==> src/hdl/compass_frame_decoder_averager_assert.svh <==
// Assertion macros for the compass frame decoder/averager.
// Expects clk_i and rst_ni in the scope of each use.
`ifndef COMPASS_FRAME_DECODER_AVERAGER_ASSERT_SVH
`define COMPASS_FRAME_DECODER_AVERAGER_ASSERT_SVH

// consequent checked in the same cycle
`define CFDA_ASSERT_NOW(lbl, ante, cons) \
  lbl: assert property (@(posedge clk_i) disable iff (!rst_ni) (ante) |-> (cons)) \
    else $error("cfda check failed");

// consequent checked in the next cycle
`define CFDA_ASSERT_NEXT(lbl, ante, cons) \
  lbl: assert property (@(posedge clk_i) disable iff (!rst_ni) (ante) |=> (cons)) \
    else $error("cfda check failed");

`endif

==> src/hdl/cfda_pkg.sv <==
// Shared types and constants for the compass frame decoder/averager.
// No dependencies.
`timescale 1ns / 1ps

package cfda_pkg;

  localparam int unsigned BYTE_W    = 8;
  localparam int unsigned ANGLE_W   = 19;
  localparam int unsigned TOTAL_W   = 23;
  localparam int unsigned MAG_W     = 22;
  localparam int unsigned RECIP_W   = 23;
  localparam int unsigned PROD_W    = MAG_W + RECIP_W;
  localparam int unsigned DIV_SHIFT = 26;
  localparam int unsigned POS_W     = 3;

  localparam logic [BYTE_W-1:0]  HDR0       = 8'h0D;
  localparam logic [BYTE_W-1:0]  HDR1       = 8'h0A;
  localparam logic [BYTE_W-1:0]  ASCII_ZERO = 8'h30;
  localparam logic [POS_W-1:0]   POS_LAST   = 3'd7;
  // ceil(2^26 / 13); exact floor(m / 13) for every m below 2^22
  localparam logic [RECIP_W-1:0] RECIP13    = 23'd5162221;

  typedef logic signed [ANGLE_W-1:0] angle_t;
  typedef logic signed [TOTAL_W-1:0] total_t;

  // frame result waiting for the divider
  typedef struct packed {
    logic   valid;
    angle_t angle;
    total_t total;
  } frame_res_t;

  function automatic logic signed [BYTE_W:0] ascii_digit(input logic [BYTE_W-1:0] b);
    return $signed({1'b0, b}) - $signed({1'b0, ASCII_ZERO});
  endfunction

  function automatic angle_t decode_angle(input logic [BYTE_W-1:0] b2,
                                          input logic [BYTE_W-1:0] b3,
                                          input logic [BYTE_W-1:0] b4,
                                          input logic [BYTE_W-1:0] b6);
    angle_t a2, a3, a4, a6;
    a2 = ANGLE_W'(ascii_digit(b2));
    a3 = ANGLE_W'(ascii_digit(b3));
    a4 = ANGLE_W'(ascii_digit(b4));
    a6 = ANGLE_W'(ascii_digit(b6));
    return a2 * 19'sd1000 + a3 * 19'sd100 + a4 * 19'sd10 + a6;
  endfunction

endpackage

==> src/hdl/cfda_div13.sv <==
// Signed divide by 13, truncating toward zero, by reciprocal multiply.
// One register stage (product and sign); depends on cfda_pkg.
`timescale 1ns / 1ps

module cfda_div13 import cfda_pkg::*; (
  input  logic   clk_i,
  input  logic   load_i,
  input  total_t total_i,
  output angle_t quot_o
);

  logic [TOTAL_W-1:0] mag_full;
  logic [MAG_W-1:0]   mag;
  logic [PROD_W-1:0]  prod_d, prod_q;
  logic               neg_q;
  angle_t             q_abs;

  assign mag_full = total_i[TOTAL_W-1] ? TOTAL_W'(-total_i) : TOTAL_W'(total_i);
  assign mag      = mag_full[MAG_W-1:0];
  assign prod_d   = PROD_W'(mag) * PROD_W'(RECIP13);

  always_ff @(posedge clk_i) begin
    if (load_i) begin
      prod_q <= prod_d;
      neg_q  <= total_i[TOTAL_W-1];
    end
  end

  assign q_abs  = $signed(prod_q[DIV_SHIFT +: ANGLE_W]);
  assign quot_o = neg_q ? -q_abs : q_abs;

endmodule

==> src/hdl/compass_frame_decoder_averager.sv <==
// Compass frame decoder and weighted heading averager (top level).
// A result passes s1, s2 and the output register to m_*. Throughput: one byte per cycle,
// save a frame's last byte while s1 can't drain; the frame pipeline (check, multiply, output)
// stalls on m_tready_i. Reset: async active low clears byte count, held angle, history,
// valid flags. Uses cfda_pkg, cfda_div13 and compass_frame_decoder_averager_assert.svh.
`timescale 1ns / 1ps

module compass_frame_decoder_averager import cfda_pkg::*; (
  input  logic        clk_i,
  input  logic        rst_ni,
  // byte stream in
  input  logic        s_tvalid_i,
  output logic        s_tready_o,
  input  logic [7:0]  s_tdata_i,   // [7:0] rx_byte
  // frame results out
  output logic        m_tvalid_o,
  input  logic        m_tready_i,
  output logic [39:0] m_tdata_o,   // [18:0] angle_tenths, [37:19] average_tenths,
                                   // [39:38] zero
  output logic        m_tuser_o    // [0] frame_valid
);

  `include "compass_frame_decoder_averager_assert.svh"

  // ---------------------------------------------------------------------------
  // Byte collection. Slots 0..6 are stored; slot 7 (checksum) is used straight
  // from the bus when the frame completes. Framing follows the byte count since
  // reset, with no resync.
  // ---------------------------------------------------------------------------
  logic [POS_W-1:0]  pos_q, pos_d;
  logic [BYTE_W-1:0] frame_q [0:6];

  logic s_accept, frame_done;
  logic s1_ready, s2_ready, out_ready;

  // Only the frame-completing byte needs room in the pipeline.
  assign s_tready_o = (pos_q != POS_LAST) || s1_ready;
  assign s_accept   = s_tvalid_i && s_tready_o;
  assign frame_done = s_accept && (pos_q == POS_LAST);
  assign pos_d      = pos_q + POS_W'(1);

  always_ff @(posedge clk_i or negedge rst_ni) begin
    if (!rst_ni) begin
      pos_q <= '0;
    end else if (s_accept) begin
      pos_q <= pos_d;
    end
  end

  always_ff @(posedge clk_i) begin
    if (s_accept && (pos_q != POS_LAST)) begin
      frame_q[pos_q] <= s_tdata_i;
    end
  end

  // ---------------------------------------------------------------------------
  // Frame check and angle decode
  // ---------------------------------------------------------------------------
  logic [BYTE_W-1:0] csum;
  logic              hdr_ok, frame_ok;
  angle_t            held_q, held_d;
  angle_t            hist_q [0:3];   // [3] newest, [0] oldest
  total_t            total;

  assign csum = frame_q[0] + frame_q[1] + frame_q[2] + frame_q[3]
              + frame_q[4] + frame_q[5] + frame_q[6];
  assign hdr_ok   = (frame_q[0] == HDR0) && (frame_q[1] == HDR1);
  assign frame_ok = hdr_ok && (csum == s_tdata_i);
  assign held_d   = frame_ok ? decode_angle(frame_q[2], frame_q[3], frame_q[4], frame_q[6])
                             : held_q;

  // Sum over the history as it stands after this frame's shift:
  // newest = held_d, then hist[3], hist[2], and hist[1] becomes the oldest (x10).
  assign total = TOTAL_W'(held_d) + TOTAL_W'(hist_q[3]) + TOTAL_W'(hist_q[2])
               + (TOTAL_W'(hist_q[1]) <<< 3) + (TOTAL_W'(hist_q[1]) <<< 1);

  always_ff @(posedge clk_i or negedge rst_ni) begin
    if (!rst_ni) begin
      held_q    <= '0;
      hist_q[0] <= '0;
      hist_q[1] <= '0;
      hist_q[2] <= '0;
      hist_q[3] <= '0;
    end else if (frame_done) begin
      held_q    <= held_d;
      hist_q[0] <= hist_q[1];
      hist_q[1] <= hist_q[2];
      hist_q[2] <= hist_q[3];
      hist_q[3] <= held_d;
    end
  end

  // ---------------------------------------------------------------------------
  // Pipeline: s1 (checked frame + sum) -> s2 (reciprocal product) -> output reg
  // ---------------------------------------------------------------------------
  frame_res_t s1_q;
  logic       s1_v_q, s2_v_q, s2_valid_q;
  angle_t     s2_angle_q;
  logic       s2_load, out_load;
  angle_t     avg;

  assign out_ready = !m_tvalid_o || m_tready_i;
  assign s2_ready  = !s2_v_q || out_ready;
  assign s1_ready  = !s1_v_q || s2_ready;
  assign s2_load   = s1_v_q && s2_ready;
  assign out_load  = s2_v_q && out_ready;

  always_ff @(posedge clk_i or negedge rst_ni) begin
    if (!rst_ni) begin
      s1_v_q     <= 1'b0;
      s2_v_q     <= 1'b0;
      m_tvalid_o <= 1'b0;
    end else begin
      if (frame_done) begin
        s1_v_q <= 1'b1;
      end else if (s2_load) begin
        s1_v_q <= 1'b0;
      end
      if (s2_load) begin
        s2_v_q <= 1'b1;
      end else if (out_load) begin
        s2_v_q <= 1'b0;
      end
      if (out_load) begin
        m_tvalid_o <= 1'b1;
      end else if (m_tready_i) begin
        m_tvalid_o <= 1'b0;
      end
    end
  end

  always_ff @(posedge clk_i) begin
    if (frame_done) begin
      s1_q.valid <= frame_ok;
      s1_q.angle <= held_d;
      s1_q.total <= total;
    end
    if (s2_load) begin
      s2_valid_q <= s1_q.valid;
      s2_angle_q <= s1_q.angle;
    end
    if (out_load) begin
      m_tdata_o <= {2'b00, avg, s2_angle_q};
      m_tuser_o <= s2_valid_q;
    end
  end

  cfda_div13 u_div13 (
    .clk_i   (clk_i),
    .load_i  (s2_load),
    .total_i (s1_q.total),
    .quot_o  (avg)
  );

  // ---------------------------------------------------------------------------
  // Checks
  // ---------------------------------------------------------------------------
  `CFDA_ASSERT_NEXT(a_pos_step, s_accept, pos_q == ($past(pos_q) + POS_W'(1)))
  `CFDA_ASSERT_NOW(a_stall_only_last, !s_tready_o, (pos_q == POS_LAST) && s1_v_q)
  `CFDA_ASSERT_NEXT(a_frame_enters, frame_done, s1_v_q)
  `CFDA_ASSERT_NEXT(a_s1_holds, s1_v_q && !s2_ready, s1_v_q && $stable(s1_q))

endmodule
==> config.mk <==
export PLATFORM = sky130hd
export DESIGN_NAME = compass_frame_decoder_averager
export DESIGN_NICKNAME = d
export VERILOG_FILES = /design/src/hdl/cfda_pkg.sv /design/src/hdl/cfda_div13.sv /design/src/hdl/compass_frame_decoder_averager.sv
export VERILOG_INCLUDE_DIRS = /design/src /design/src/hdl
export SDC_FILE = /design/constraint.sdc
export NUM_CORES = 1
export LEC_CHECK = 0
export ABC_CLOCK_PERIOD_IN_PS = 21000
export BUFFER_PORTS_ARGS = -buffer_cell sky130_fd_sc_hd__buf_2
export CORE_UTILIZATION = 40
export DETAILED_ROUTE_END_ITERATION = 7
export GPL_TIMING_DRIVEN = 1
export SLEW_MARGIN = 10
export SYNTH_ARGS = -nofsm -noshare
export SYNTH_HDL_FRONTEND = slang
export SYNTH_SLANG_ARGS = --single-unit
export TNS_END_PERCENT = 50
==> constraint.sdc <==
create_clock -name clk_i -period 21 [get_ports clk_i]
set_input_delay 0 -clock clk_i [delete_from_list [all_inputs] [get_ports clk_i]]
set_output_delay 0 -clock clk_i [all_outputs]
set_load 0.05 [all_outputs]
==> After elaboration in Yosys (flattened, before gate mapping) <==
Memory sizes are Yosys's and may differ from the RTL's.
Cells that the tools add are included.
{ "totals": {"n_memories": 1, "output_inout_bits": 43, "reg_bits": 211, "input_bits": 12, "wordCells": 74, "mem_bits_rw": 56} }
{ "classes": {"eq_ne": 5, "muxes": 11, "multipliers": 4, "n_addsub": 20, "reduce_logical": 17} }
{ "memory_table": {"columns": ["memory", "depth", "word_bits", "rd", "rd_ports_with_merged_regs", "wr", "line_no", "source"], "rows": [
  ["frame_q", 7, 8, 7, 0, 1, "compass_frame_decoder_averager.sv:31", "logic [BYTE_W-1:0] frame_q [0:6];"]
]} }
{ "ops": {"columns": ["op", "count"], "rows": [
  ["8-bit adder", 6],
  ["22-bit by 23-bit multiplier with 45-bit output, second input constant", 1],
  ["19-bit two-way mux", 2],
  ["8-bit by 6-bit subtractor with 9-bit output, second input constant", 4],
  ["21-bit by 22-bit adder with 23-bit output", 1],
  ["23-bit by 20-bit adder with 23-bit output", 1],
  ["22-bit two-way mux", 1],
  ["22-bit negation", 1],
  ["20-bit by 19-bit adder with 21-bit output", 1],
  ["19-bit by 19-bit adder with 20-bit output", 1],
  ["19-bit by 14-bit adder with 19-bit output", 1],
  ["19-bit by 17-bit adder with 19-bit output", 1],
  ["19-bit by 9-bit adder with 19-bit output", 1],
  ["19-bit negation", 1],
  ["8-bit by 4-bit == test with 1-bit output, second input constant", 2],
  ["9-bit by 8-bit multiplier with 16-bit output, second input constant", 1],
  ["9-bit by 6-bit multiplier with 15-bit output, second input constant", 1],
  ["9-bit by 4-bit multiplier with 13-bit output, second input constant", 1],
  ["8-bit == test", 1],
  ["1-bit two-way mux", 8],
  ["1-bit logical AND", 7],
  ["2-bit nonzero test", 3],
  ["1-bit logical OR", 4],
  ["3-bit by 1-bit adder with 3-bit output, second input constant", 1],
  ["other kinds (3)", 5]
]} }

==> Longest topological paths before layout <==
Gate-level depths: netlist of run 1.
An unclocked memory read counts as a cell.
{ "logic_depth": {"word_depth": 14, "mapped_depth": 38, "mapped_depth_nobuf": 38} }

==> Hierarchy <==
A second synthesis of run 1 with hierarchy kept.
{ "unflattened": {"cells_unflattened": 2350, "hier_area_um2": 25194.2} }
{ "modules_own_cells": {"columns": ["mod", "n_inst", "area_per_inst_um2", "seq_area_each_um2", "cells_per_inst"], "rows": [
  ["compass_frame_decoder_averager", 1, 15566.2, 6321.1, 1328],
  ["cfda_div13", 1, 9628.0, 600.6, 1022]
]} }

==> Worst setup path after synthesis of run 1 <==
No wires, ideal clock.
{ "synth_timing": {"kind": "reg-to-reg", "startpoint": "mem frame_q[2][5]", "endpoint": "reg s1_q[21] (netlist bit), data pin", "required_time_ns": 20.743, "arrival_time_ns": 10.008, "synth_period_minus_slack_ns": 10.266, "path_buffers": 0, "path_slack_ns": 10.734, "stages_incl_launch_ff": 36, "setup_time_ns": 0.257, "cell_sequence": "edfxtp_1 > ha_1 > xnor2_1 > inv_1 > fa_1 > fa_1 > inv_1 > fa_1 > inv_1 > fa_1 > inv_1 > ha_1 > o21ai_1 > a21boi_0 > o21a_1 > o21ai_1 > or4b_2 > o311a_1 > fa_1 > fa_1 > inv_1 > ha_1 > and4_1 > a2111oi_4 > xnor2_1 > mux2_2 > fa_1 > fa_1 > inv_1 > fa_1 > inv_1 > ha_1 > o2111ai_1 > nand3_1 > o41a_1 > xor2_1"} }
{ "synth_lines": {"columns": ["item", "line_no", "source"], "rows": [
  ["start, declared", "compass_frame_decoder_averager.sv:31", null],
  ["end, declared", "compass_frame_decoder_averager.sv:96", "frame_res_t s1_q;"]
]} }

==> impl_metrics.sql, run 1 <==
INSERT INTO impl_metrics (metric_group, metric, value, unit) VALUES
('finish', 'finish.net_count', '2985', ''),
('place', 'detailedPlacementHpwl', '42.8', 'mm'),
('sta', 'final_period_minus_worst_setup_slack', '11010', 'ps'),
('sta', 'clock_skew', '22.2', 'ps'),
('logic_synthesis', 'ys.warnings.count', '0', ''),
('setup_path', 'worstPathMaxFanout', '8', ''),
('cts', 'insertion_delay', '580', 'ps'),
('logic_synthesis', 'sequential_area_share_after_synthesis', '28.2', '%'),
('place', 'post-place-cells', '3053', ''),
('routing', 'first_iter_violations', '584', ''),
('finish', 'drive_above_1_share', '6.64', '%'),
('finish', 'number_of_non_filler_instances_in_the_completed_layout', '3117', ''),
('sta', 'max_freq', '0.0909', 'GHz'),
('setup_path', 'critical_path_required', '21320', 'ps'),
('min_path', 'holdCritPathClass', 'input port to async pin', ''),
('setup_path', 'critical_path.startpoint_type', 'flip-flop', ''),
('setup_path', 'worst-setup-path-type', 'flip-flop to flip-flop', ''),
('place', 'port-buffer-count', '52', ''),
('setup_path', 'path_common_cell', 'fa_1', ''),
('cts', 'cts_tree', 'yes', ''),
('cts', 'clock_tree.root_cell', 'clkbuf_16', ''),
('grt', 'grtUsageTotal', '17.1', '%'),
('logic_synthesis', 'flops_latches_synth', '241', ''),
('sta', 'final-setup-viol-count', '0', ''),
('grt', 'grt_overflow_total', '0', ''),
('cts', 'cts_max_level', '1', ''),
('place', 'preCtsSetupSlack', '10030', 'ps'),
('floorplanning', 'boundaryPins', '55', ''),
('floorplanning', 'die_w', '250', 'um'),
('grt', 'antenna_violations_before_repair', '1', ''),
('finish', 'postLayoutCellArea', '26800', 'um^2'),
('logic_synthesis', 'synthDistinctLibCells', '70', ''),
('routing', 'detailedRoute.firstPassIterationCount', '4', ''),
('routing', 'final_antenna_net_count', '0', ''),
('routing', 'wirelength', '50.9', 'mm'),
('place', 'finalWeightedCongestion', '0.896', ''),
('setup_path', 'crit_arrival', '11320', 'ps'),
('logic_synthesis', 'predominant_post_synthesis_flop_cell', 'edfxtp_1', ''),
('floorplanning', 'rows', '90', ''),
('run_status', 'run_status', 'completed', ''),
('setup_path', 'cpPeakStageDelay', '600', 'ps'),
('grt', 'grt_pass1_vias', '16746', ''),
('sta', 'finalMaxSlewViolations', '0', ''),
('logic_synthesis', 'synth_cells', '2222', ''),
('sta', 'grt_setup_unrepaired', 'false', ''),
('logic_synthesis', 'synth_area', '24600', 'um^2'),
('routing', 'vias', '15088', ''),
('sta', 'relSlewSlack', '28.7', '%'),
('sta', 'fin_tns_setup', '0', 'ps'),
('logic_synthesis', 'postSynth.asyncResetShare', '26.1', '%'),
('cts', 'tritoncts.num_buffers', '29', ''),
('sta', 'timing.final.crit_share', '52.4', '%'),
('logic_synthesis', 'synth_area_per_cell', '11.1', 'um^2'),
('setup_path', 'critPathSlowestCell', 'or4b_2', ''),
('setup_path', 'critical_path.endpoint_type', 'flip-flop', ''),
('sta', 'worst_slack', '9990', 'ps'),
('finish', 'num_antenna_cells', '0', ''),
('finish', 'final.fill_count', '5627', ''),
('floorplanning', 'floorplan_core_area', '60500', 'um^2'),
('cts', 'maximum_root_to_sink_buffer_count', '3', ''),
('cts', 'clock-sinks', '241', ''),
('floorplanning', 'die-area', '62400', 'um^2'),
('job', 'max_cap_violations', '0', ''),
('place', 'dpl_cell_area', '25800', 'um^2'),
('floorplanning', 'die_height', '250', 'um'),
('finish', 'area_growth_syn_to_layout', '9.30', '%'),
('floorplanning', 'initial_utilization', '40.6', '%'),
('cts', 'path_clk_slew', '60', 'ps'),
('sta', 'finalHoldViolations', '0', ''),
('routing', 'vias_per_cell', '4.84', ''),
('routing', 'detail_route.drc_violations', '0', ''),
('grt', 'pin_count_of_the_biggest_net_entering_global_routing', '64', ''),
('grt', 'grt_first_pass_wirelength', '85.1', 'mm'),
('logic_synthesis', 'synth_edf_count', '178', ''),
('routing', 'post_drt_wl_per_cell', '16.3', 'um'),
('sta', 'worst_slew_pin_slew', '1060', 'ps');
-- critical path, delay by kind of cell (launching register included) --
family | cells | cell delay [ps]
multiplexers | 1 | 320
buffers and inverters | 7 | 430
AO/OA/AOI/OAI | 8 | 1580
AND/OR/NAND/NOR | 3 | 980
adder cells (fa/ha/maj) | 13 | 6030
flip-flops | 1 | 540
XOR/XNOR | 3 | 850
-- logic make-up (layout without fill, tap and decap cells) --
family	Yosys count	count (layout)	share of synthesized area [%]
fa+ha+maj	660	660	43.5
buf+inv	571	682	8.87
simple gates	309	309	6.04
compound gates	271	271	7.06
flops	241	241	28.2
xor+xnor	151	151	5.41
mux	18	18	0.907
other cells	1	3	0.0153
-- placed cells by master, fill, tap and decap left out, types with 39 or more instances in the layout --
cell	instances
dfrtp_1	63
a21oi_1	57
fa_1	324
xnor2_1	111
edfxtp_1	178
nor2_1	53
inv_1	547
xor2_1	39
nand2_1	119
ha_1	336
o21ai_0	82
buf_2	52
-- stage by stage --
step	utilization [%]	hold slack, ps
4_1_cts	44.4	153
3_5_place_dp	42.7	257
5_1_grt	44.4	220
2_1_floorplan	-	-296
3_3_place_gp	42.7	254
6_report	44.4	142
-- final timing paths --
path	cells past startpoint	startpoint	end	slack, ps
setup / recovery	35	frame_q[2][5]	s1_q[21]	9990
hold / removal	3	rst_ni	hist_q[18]	140
setup reg to reg	35	frame_q[2][5]	s1_q[21]	9990
hold reg to reg	0	s2_valid_q	m_tuser_o	420
max in group asynchronous	3	rst_ni	hist_q[39]	20240
min in group clk_i	2	s_tdata_i[6]	frame_q[3][6]	280
-- area by class of cell --
type	count	area (um^2)	share of cell area, %
sequential	241	6920	25.8
clock buffer	40	817	3.04
multi-input combinational	1412	15500	57.7
timing repair buffer	81	505	1.88
inverter	548	2060	7.67
clock inverter	13	87.6	0.326
tap	782	978	3.64
-- timing repair --
item                      in CTS  in global routing
resized for setup              0                  0
hold buffers                  11                  0
hold endpoints to repair     125                  0
setup buffers                  0                  0
-- cells in the mapped netlist (all sizes together), types with 4 or more instances --
library cell | n | area share (%)
a211oi | 9 | 0.28
a21boi | 5 | 0.15
a21o | 28 | 0.86
a21oi | 62 | 1.3
a31oi | 4 | 0.10
a41oi | 5 | 0.18
and3 | 5 | 0.13
and4 | 4 | 0.14
buf | 7 | 0.25
clkbuf | 16 | 0.24
dfrtp | 63 | 6.4
edfxtp | 178 | 22
fa | 324 | 26
ha | 336 | 17
inv | 548 | 8.4
mux2 | 6 | 0.28
mux2i | 12 | 0.63
nand2 | 120 | 1.8
nand2b | 14 | 0.36
nand3 | 26 | 0.53
nand4 | 6 | 0.15
nor2 | 54 | 0.84
nor2b | 13 | 0.33
nor3 | 28 | 0.59
o2111ai | 4 | 0.14
o211ai | 7 | 0.21
o21a | 12 | 0.37
o21ai | 98 | 2.0
o21bai | 7 | 0.21
o31a | 5 | 0.18
o31ai | 9 | 0.32
o41ai | 4 | 0.17
or2 | 6 | 0.15
or3 | 11 | 0.28
or4 | 6 | 0.20
xnor2 | 112 | 4.0
xor2 | 39 | 1.4
-- state kept, by name (all words and copies together) (netlist names) --
name	cells
m_tvalid_o	1
s2_valid_q	1
s1_q	43
m_tuser_o	1
pos_q	3
hist_q	57
u_div13.neg_q	1
frame_q	56
s1_v_q	1
s2_angle_q	19
s2_v_q	1
m_tdata_o	38
u_div13.prod_q	19
-- routing by layer --
layer,wire (um),GRT usage [%]
met1,21900,21.2
met2,26400,31.6
met3,1330,1.75
met4,1270,4.44
met5,0,0
Power of run 1 is left out: the tool's default activity adds up to more than one toggle a clock period on the data nets, which glitch-free logic cannot reach.
==> inputs of run 2 (changes only) <==
ABC_AREA = 1   (was unset)
ABC_CLOCK_PERIOD_IN_PS = 11500   (was 21000)
clock period = 11.5 ns   (was 21 ns; I/O delays follow)
==> run 2 against run 1 <==
Net effect:
- core utilization up 0.16 points
- final area increased by 5.3%
- setup slack worse by 9100 ps
- die area increased by 5.2%
- register-to-register slack worse by 9100 ps
- synthesized cell count grew 21%
- critical path type unchanged
- routed wire length increased by 16%
- worst hold slack improved by 46 ps
- area after synthesis increased by 5.3%
==> impl_metrics.sql, run 2 <==
INSERT INTO impl_metrics (metric_group, metric, value, unit) VALUES
('floorplanning', 'die_height', '256', 'um'),
('logic_synthesis', 'synth_area_per_cell', '9.60', 'um^2'),
('cts', 'cts_max_level', '1', ''),
('routing', 'detail_route.drc_violations', '0', ''),
('cts', 'maximum_root_to_sink_buffer_count', '3', ''),
('sta', 'final_period_minus_worst_setup_slack', '10600', 'ps'),
('setup_path', 'critPathCapture', 's1_q[22]', ''),
('setup_path', 'rrSetupSlack', '900', 'ps'),
('grt', 'grtUsageTotal', '18.3', '%'),
('cts', 'clock-sinks', '241', ''),
('setup_path', 'worst-setup-path-type', 'flip-flop to flip-flop', ''),
('cts', 'insertion_delay', '560', 'ps'),
('setup_path', 'worst_path_bufs_invs', '9', ''),
('logic_synthesis', 'postSynth.asyncResetShare', '26.1', '%'),
('finish', 'number_of_non_filler_instances_in_the_completed_layout', '3647', ''),
('routing', 'wl_met2', '27.9', 'mm'),
('cts', 'path_clk_slew', '70', 'ps'),
('finish', 'seq_area', '6920', 'um^2'),
('logic_synthesis', 'synth_edf_count', '178', ''),
('floorplanning', 'floorplan_core_area', '63400', 'um^2'),
('sta', 'fin_tns_setup', '0', 'ps'),
('setup_path', 'startpoint', 'frame_q[2][5]', ''),
('finish', 'area_growth_syn_to_layout', '9.32', '%'),
('finish', 'mostFrequentLayoutCells', 'inv_1, nand2_1, ha_1', ''),
('setup_path', 'critPathSlowestCell', 'fa_1', ''),
('setup_path', 'crit_arrival', '10910', 'ps'),
('grt', 'grt_first_pass_wirelength', '96.4', 'mm'),
('finish', 'registers.top_by_ff_count', 'hist_q', ''),
('setup_path', 'r2r_end', 's1_q[22]', ''),
('routing', 'wirelength', '59.2', 'mm'),
('logic_synthesis', 'synth.most_common_cell', 'inv_1', ''),
('routing', 'vias_per_cell', '4.77', ''),
('setup_path', 'critical_path.startpoint_type', 'flip-flop', ''),
('routing', 'final_antenna_net_count', '0', ''),
('logic_synthesis', 'synth_area', '25900', 'um^2'),
('logic_synthesis', 'predominant_post_synthesis_flop_cell', 'edfxtp_1', ''),
('sta', 'final-setup-viol-count', '0', ''),
('cts', 'tritoncts.num_buffers', '27', ''),
('sta', 'worst_slew_pin_slew', '1100', 'ps'),
('routing', 'post_drt_wl_per_cell', '16.2', 'um'),
('setup_path', 'critical_path.endpoint_type', 'flip-flop', ''),
('grt', 'antenna_violations_before_repair', '0', ''),
('sta', 'max_freq', '0.0944', 'GHz'),
('routing', 'vias', '17399', ''),
('place', 'finalWeightedCongestion', '0.967', ''),
('place', 'port-buffer-count', '52', ''),
('routing', 'top_signal_layer_used', 'met4', ''),
('grt', 'grt_overflow_total', '0', ''),
('job', 'max_cap_violations', '0', ''),
('place', 'detailedPlacementHpwl', '50.8', 'mm'),
('routing', 'routed-wl-met3', '1.73', 'mm'),
('setup_path', 'cp.depth', '47', ''),
('routing', 'first_iter_violations', '891', ''),
('finish', 'final_common_cell', 'inv_1', ''),
('min_path', 'holdCritPathClass', 'input port to async pin', ''),
('finish', 'multi_input_comb_area', '16300', 'um^2'),
('logic_synthesis', 'flops_latches_synth', '241', ''),
('floorplanning', 'rows', '92', ''),
('setup_path', 'critical_path_required', '11810', 'ps'),
('setup_path', 'worstPathMaxFanout', '9', ''),
('logic_synthesis', 'sequential_area_share_after_synthesis', '26.8', '%'),
('sta', 'finalHoldViolations', '0', ''),
('logic_synthesis', 'synth_cells', '2694', ''),
('finish', 'reg_top3', 'hist_q: 57 flops, frame_q: 56 flops, s1_q: 43 flops', ''),
('finish', 'drive_above_1_share', '5.36', '%'),
('floorplanning', 'die_w', '256', 'um'),
('setup_path', 'cpPeakStageDelay', '610', 'ps'),
('place', 'post-place-cells', '3586', ''),
('finish', 'largest_reg_flops', '57', ''),
('cts', 'cts_tree', 'yes', ''),
('logic_synthesis', 'synth_top_cell_by_area', 'fa_1', ''),
('grt', 'pin_count_of_the_biggest_net_entering_global_routing', '100', ''),
('setup_path', 'timing.rr.start', 'frame_q[2][5]', ''),
('sta', 'timing.final.crit_share', '92.2', '%'),
('setup_path', 'cpLargestDelayFamily', 'adder cells', ''),
('sta', 'clock_skew', '12.6', 'ps'),
('routing', 'drt-met1-wl', '28.6', 'mm'),
('logic_synthesis', 'synth.cells.most_frequent', 'inv_1, nand2_1, ha_1, fa_1, edfxtp_1', ''),
('finish', 'fin_util', '44.6', '%'),
('sta', 'relSlewSlack', '26.3', '%'),
('finish', 'finish.net_count', '3452', ''),
('grt', 'grt_pass1_vias', '18275', ''),
('logic_synthesis', 'ys.warnings.count', '0', ''),
('setup_path', 'path_common_cell', 'inv_1', ''),
('sta', 'finalMaxSlewViolations', '0', ''),
('floorplanning', 'initial_utilization', '40.8', '%'),
('floorplanning', 'die-area', '65700', 'um^2'),
('routing', 'detailedRoute.firstPassIterationCount', '6', ''),
('floorplanning', 'boundaryPins', '55', ''),
('setup_path', 'worst-r2r-cell-count', '47', ''),
('finish', 'final.fill_count', '6056', ''),
('logic_synthesis', 'synth_top_area_share', '25.1', '%'),
('run_status', 'run_status', 'completed', ''),
('logic_synthesis', 'synthDistinctLibCells', '49', ''),
('logic_synthesis', 'synth_area_leaders', 'fa_1, edfxtp_1, ha_1', ''),
('sta', 'grt_setup_unrepaired', 'false', ''),
('cts', 'clock_tree.root_cell', 'clkbuf_16', ''),
('finish', 'num_antenna_cells', '0', ''),
('cts', 'cts_setup_buffers', '0', '');
[run 2: worst register-to-register path, delay by kind of cell (launching register included)]
family	cells	cell delay [ps]
adders and majority gates	13	5840
and+or+nand+nor	16	1970
AOI/OAI and AO/OA	6	940
xor gates and xnor gates	3	640
DFF	1	510
buffers and inverters	9	450
[run 2: metal layers]
layer | track usage, % | up-vias
li1 | - | 8579
met1 | 26.2 | 8457
met2 | 30.6 | 299
met3 | 1.48 | 64
met4 | 3.21 | 0
met5 | 0 | -
[run 2: area by class of cell]
cell class / instances / area share [%]
repair buffers: 73 / 1.58
inverters: 691 / 9.19
clock inverters: 21 / 1.08
flip-flops and latches: 241 / 24.5
multi-input cells: 1746 / 57.5
clock buffers: 29 / 2.42
well taps: 846 / 3.75
[run 2: worst min-delay path by stage]
stage	start	end	slack (ps)
floorplan	rst_ni	hist_q[0]	-300
global placement	rst_ni	m_tvalid_o	240
detailed placement	rst_ni	m_tvalid_o	250
CTS	rst_ni	m_tvalid_o	200
global route	rst_ni	hist_q[22]	240
finish	rst_ni	pos_q[0]	190
[run 2: metrics by stage]
| stage | hold slack (ps) | cell area (um^2) | setup slack [ps] |
|---|---|---|---|
| after floorplan | -296 | 25900 | 1610 |
| after detailed placement | 253 | 27200 | 708 |
| after global placement | 239 | 27200 | 959 |
| after CTS | 203 | 28300 | 634 |
| final | 188 | 28300 | 901 |
| after global routing | 243 | 28300 | 48.6 |
[run 2: cells by family after synthesis]
group,after synthesis,share of synthesized area (%)
other,1,0.0145
XOR/XNOR,134,4.57
buffers and inverters,709,10.4
adder cells (fa/ha/maj),660,41.3
AND/OR/NAND/NOR,661,10.6
flip-flops,241,26.8
AO/OA/AOI/OAI,288,6.20
[run 2: what timing repair did]
item                                   CTS  global route
hold buffers                            11             0
endpoints found under the hold margin  125             0
resized for setup                        0             1
setup endpoints to repair                0             2
Power of run 2 is left out for the same reason.
==> inputs of run 3 (changes only) <==
ABC_AREA = 0   (was 1)
SLEW_MARGIN = unset   (was 10)
==> run 3 against run 2 <==
Net effect:
- die area fell by 5.0%
- via count fell by 13%
- non-clock buffer count grew 6
- first-iteration DRC count down 28%
- count of clock-buffer cells in the layout grew 11
- core utilization hardly changed
- final area decreased by 4.6%
- critical path type unchanged
==> impl_metrics.sql, run 3 (synthesis results as in run 1) <==
INSERT INTO impl_metrics (metric_group, metric, value, unit) VALUES
('run_status', 'run_status', 'completed', ''),
('grt', 'grt_overflow_total', '0', ''),
('cts', 'path_clk_slew', '60', 'ps'),
('sta', 'clock_skew', '25.3', 'ps'),
('finish', 'reg_top3', 'hist_q: 57 flops, frame_q: 56 flops, s1_q: 43 flops', ''),
('cts', 'maximum_root_to_sink_buffer_count', '3', ''),
('setup_path', 'timing.rr.start', 'frame_q[2][5]', ''),
('sta', 'finalMaxSlewViolations', '0', ''),
('floorplanning', 'die_height', '250', 'um'),
('setup_path', 'startpoint', 'frame_q[2][5]', ''),
('grt', 'grt_first_pass_wirelength', '84.2', 'mm'),
('cts', 'cts_setup_buffers', '0', ''),
('grt', 'grtUsageMet3', '1.96', '%'),
('grt', 'pin_count_of_the_biggest_net_entering_global_routing', '64', ''),
('setup_path', 'critical_path.endpoint_type', 'flip-flop', ''),
('min_path', 'holdCritPathClass', 'input port to async pin', ''),
('grt', 'globalRouteMet2Util', '31.1', '%'),
('grt', 'antenna_violations_before_repair', '0', ''),
('setup_path', 'worst-r2r-cell-count', '35', ''),
('floorplanning', 'die-area', '62400', 'um^2'),
('place', 'detailedPlacementHpwl', '42.7', 'mm'),
('finish', 'mostFrequentLayoutCells', 'inv_1, ha_1, fa_1', ''),
('routing', 'detailedRoute.firstPassIterationCount', '5', ''),
('finish', 'drive_above_1_share', '6.84', '%'),
('job', 'max_cap_violations', '0', ''),
('finish', 'num_antenna_cells', '0', ''),
('setup_path', 'cpPeakStageDelay', '610', 'ps'),
('grt', 'busiest_layer', 'met2', ''),
('grt', 'grtUsageTotal', '16.9', '%'),
('setup_path', 'critPathSlowestCell', 'or4b_2', ''),
('routing', 'wirelength', '50.6', 'mm'),
('routing', 'final_antenna_net_count', '0', ''),
('cts', 'cts_max_level', '1', ''),
('finish', 'final_common_cell', 'inv_1', ''),
('finish', 'largest_reg_flops', '57', ''),
('sta', 'finalHoldViolations', '0', ''),
('grt', 'globalRouteMet1Util', '20.8', '%'),
('sta', 'final_period_minus_worst_setup_slack', '10850', 'ps'),
('sta', 'fin_tns_setup', '0', 'ps'),
('place', 'port-buffer-count', '52', ''),
('sta', 'timing.final.crit_share', '94.3', '%'),
('finish', 'registers.top_by_ff_count', 'hist_q', ''),
('cts', 'cts_tree', 'yes', ''),
('grt', 'grt_pass1_vias', '16565', ''),
('floorplanning', 'floorplan_core_area', '60500', 'um^2'),
('setup_path', 'critical_path_required', '11830', 'ps'),
('floorplanning', 'initial_utilization', '40.6', '%'),
('setup_path', 'worst-setup-path-type', 'flip-flop to flip-flop', ''),
('floorplanning', 'die_w', '250', 'um'),
('finish', 'finish.net_count', '2985', ''),
('finish', 'area_growth_syn_to_layout', '9.72', '%'),
('sta', 'final-setup-viol-count', '0', ''),
('place', 'finalWeightedCongestion', '0.919', ''),
('routing', 'first_iter_violations', '640', ''),
('sta', 'grt_setup_unrepaired', 'false', ''),
('setup_path', 'worstPathMaxFanout', '8', ''),
('cts', 'clock_tree.root_cell', 'clkbuf_16', ''),
('sta', 'worst_slew_pin_slew', '1110', 'ps'),
('sta', 'max_freq', '0.0922', 'GHz'),
('floorplanning', 'rows', '90', ''),
('setup_path', 'crit_arrival', '11170', 'ps'),
('routing', 'post_drt_wl_per_cell', '16.2', 'um'),
('cts', 'clock-sinks', '241', ''),
('cts', 'insertion_delay', '580', 'ps'),
('setup_path', 'path_common_cell', 'fa_1', ''),
('setup_path', 'critical_path.startpoint_type', 'flip-flop', ''),
('floorplanning', 'boundaryPins', '55', ''),
('cts', 'tritoncts.num_buffers', '31', ''),
('sta', 'relSlewSlack', '25.6', '%'),
('routing', 'detail_route.drc_violations', '0', ''),
('routing', 'vias', '15118', ''),
('routing', 'vias_per_cell', '4.85', '');
==> run 3: cell types whose count changed in the layout (fill, tap and decap cells not counted), moves of 10 or more <==
cell | before | now
nand3_1 | 62 | 25
nand2_1 | 392 | 119
xor2_1 | 83 | 39
xnor2_1 | 50 | 111
a21o_1 | 6 | 28
nand2b_1 | 0 | 14
nor2b_1 | 0 | 13
nor2_1 | 125 | 53
o21ai_2 | 11 | 0
inv_1 | 689 | 547
a21oi_1 | 115 | 57
o21ai_0 | 104 | 82
or3_1 | 1 | 11
==> run 3: cell type report <==
type,count,area (um^2)
clock inverters,18,174
clock buffers,40,850
well taps,782,978
flip-flops and latches,241,6920
fillers,5623,33500
multi-input cells,1412,15500
inverters,548,2060
repair buffers,79,490
==> run 3: routing by layer <==
layer | routed length [um] | vias to the layer above | part of all wire, %
met2 | 26200 | 196 | 52
met4 | 1380 | 0 | 2.7
li1 | - | 7358 | -
met3 | 1530 | 69 | 3.0
met5 | 0 | - | 0
met1 | 21400 | 7495 | 42
==> run 3: through the flow <==
step / hold slack [ps] / cells / util [%] / setup WS [ps] / instance area (um^2)
6_report: 134 / 3120 / 44.6 / 655 / 27000
5_1_grt: 232 / 3120 / 44.6 / 178 / 27000
4_1_cts: 169 / 3120 / 44.6 / 658 / 27000
3_5_place_dp: 250 / 3051 / 42.7 / 666 / 25800
3_3_place_gp: 258 / 3051 / 42.7 / 766 / 25800
2_1_floorplan: -296 / 2224 / - / 1230 / 24600
==> run 3: repair_timing <==
action | 4_1_cts | 5_1_grt
hold buffers | 11 | 0
resized for setup | 0 | 0
endpoints found under the hold margin | 125 | 0
==> run 3: worst paths after layout <==
check | end | slack (ps)
max | s1_q[21] | 650
min | hist_q[17] | 130
max reg2reg | s1_q[21] | 650
min reg2reg | s2_angle_q[9] | 410
max in group asynchronous | hist_q[0] | 10750
min in group clk_i | m_tvalid_o | 290
==> run 3: critical path: cells and delay by family (launching register included) <==
family,cells,cell delay (ps)
adders and majority gates,13,5970
AOI/OAI and AO/OA,8,1590
and+or+nand+nor,3,970
xor gates and xnor gates,3,800
DFF,1,520
buffers and inverters,7,420
muxes,1,310
Power of run 3 is left out for the same reason.
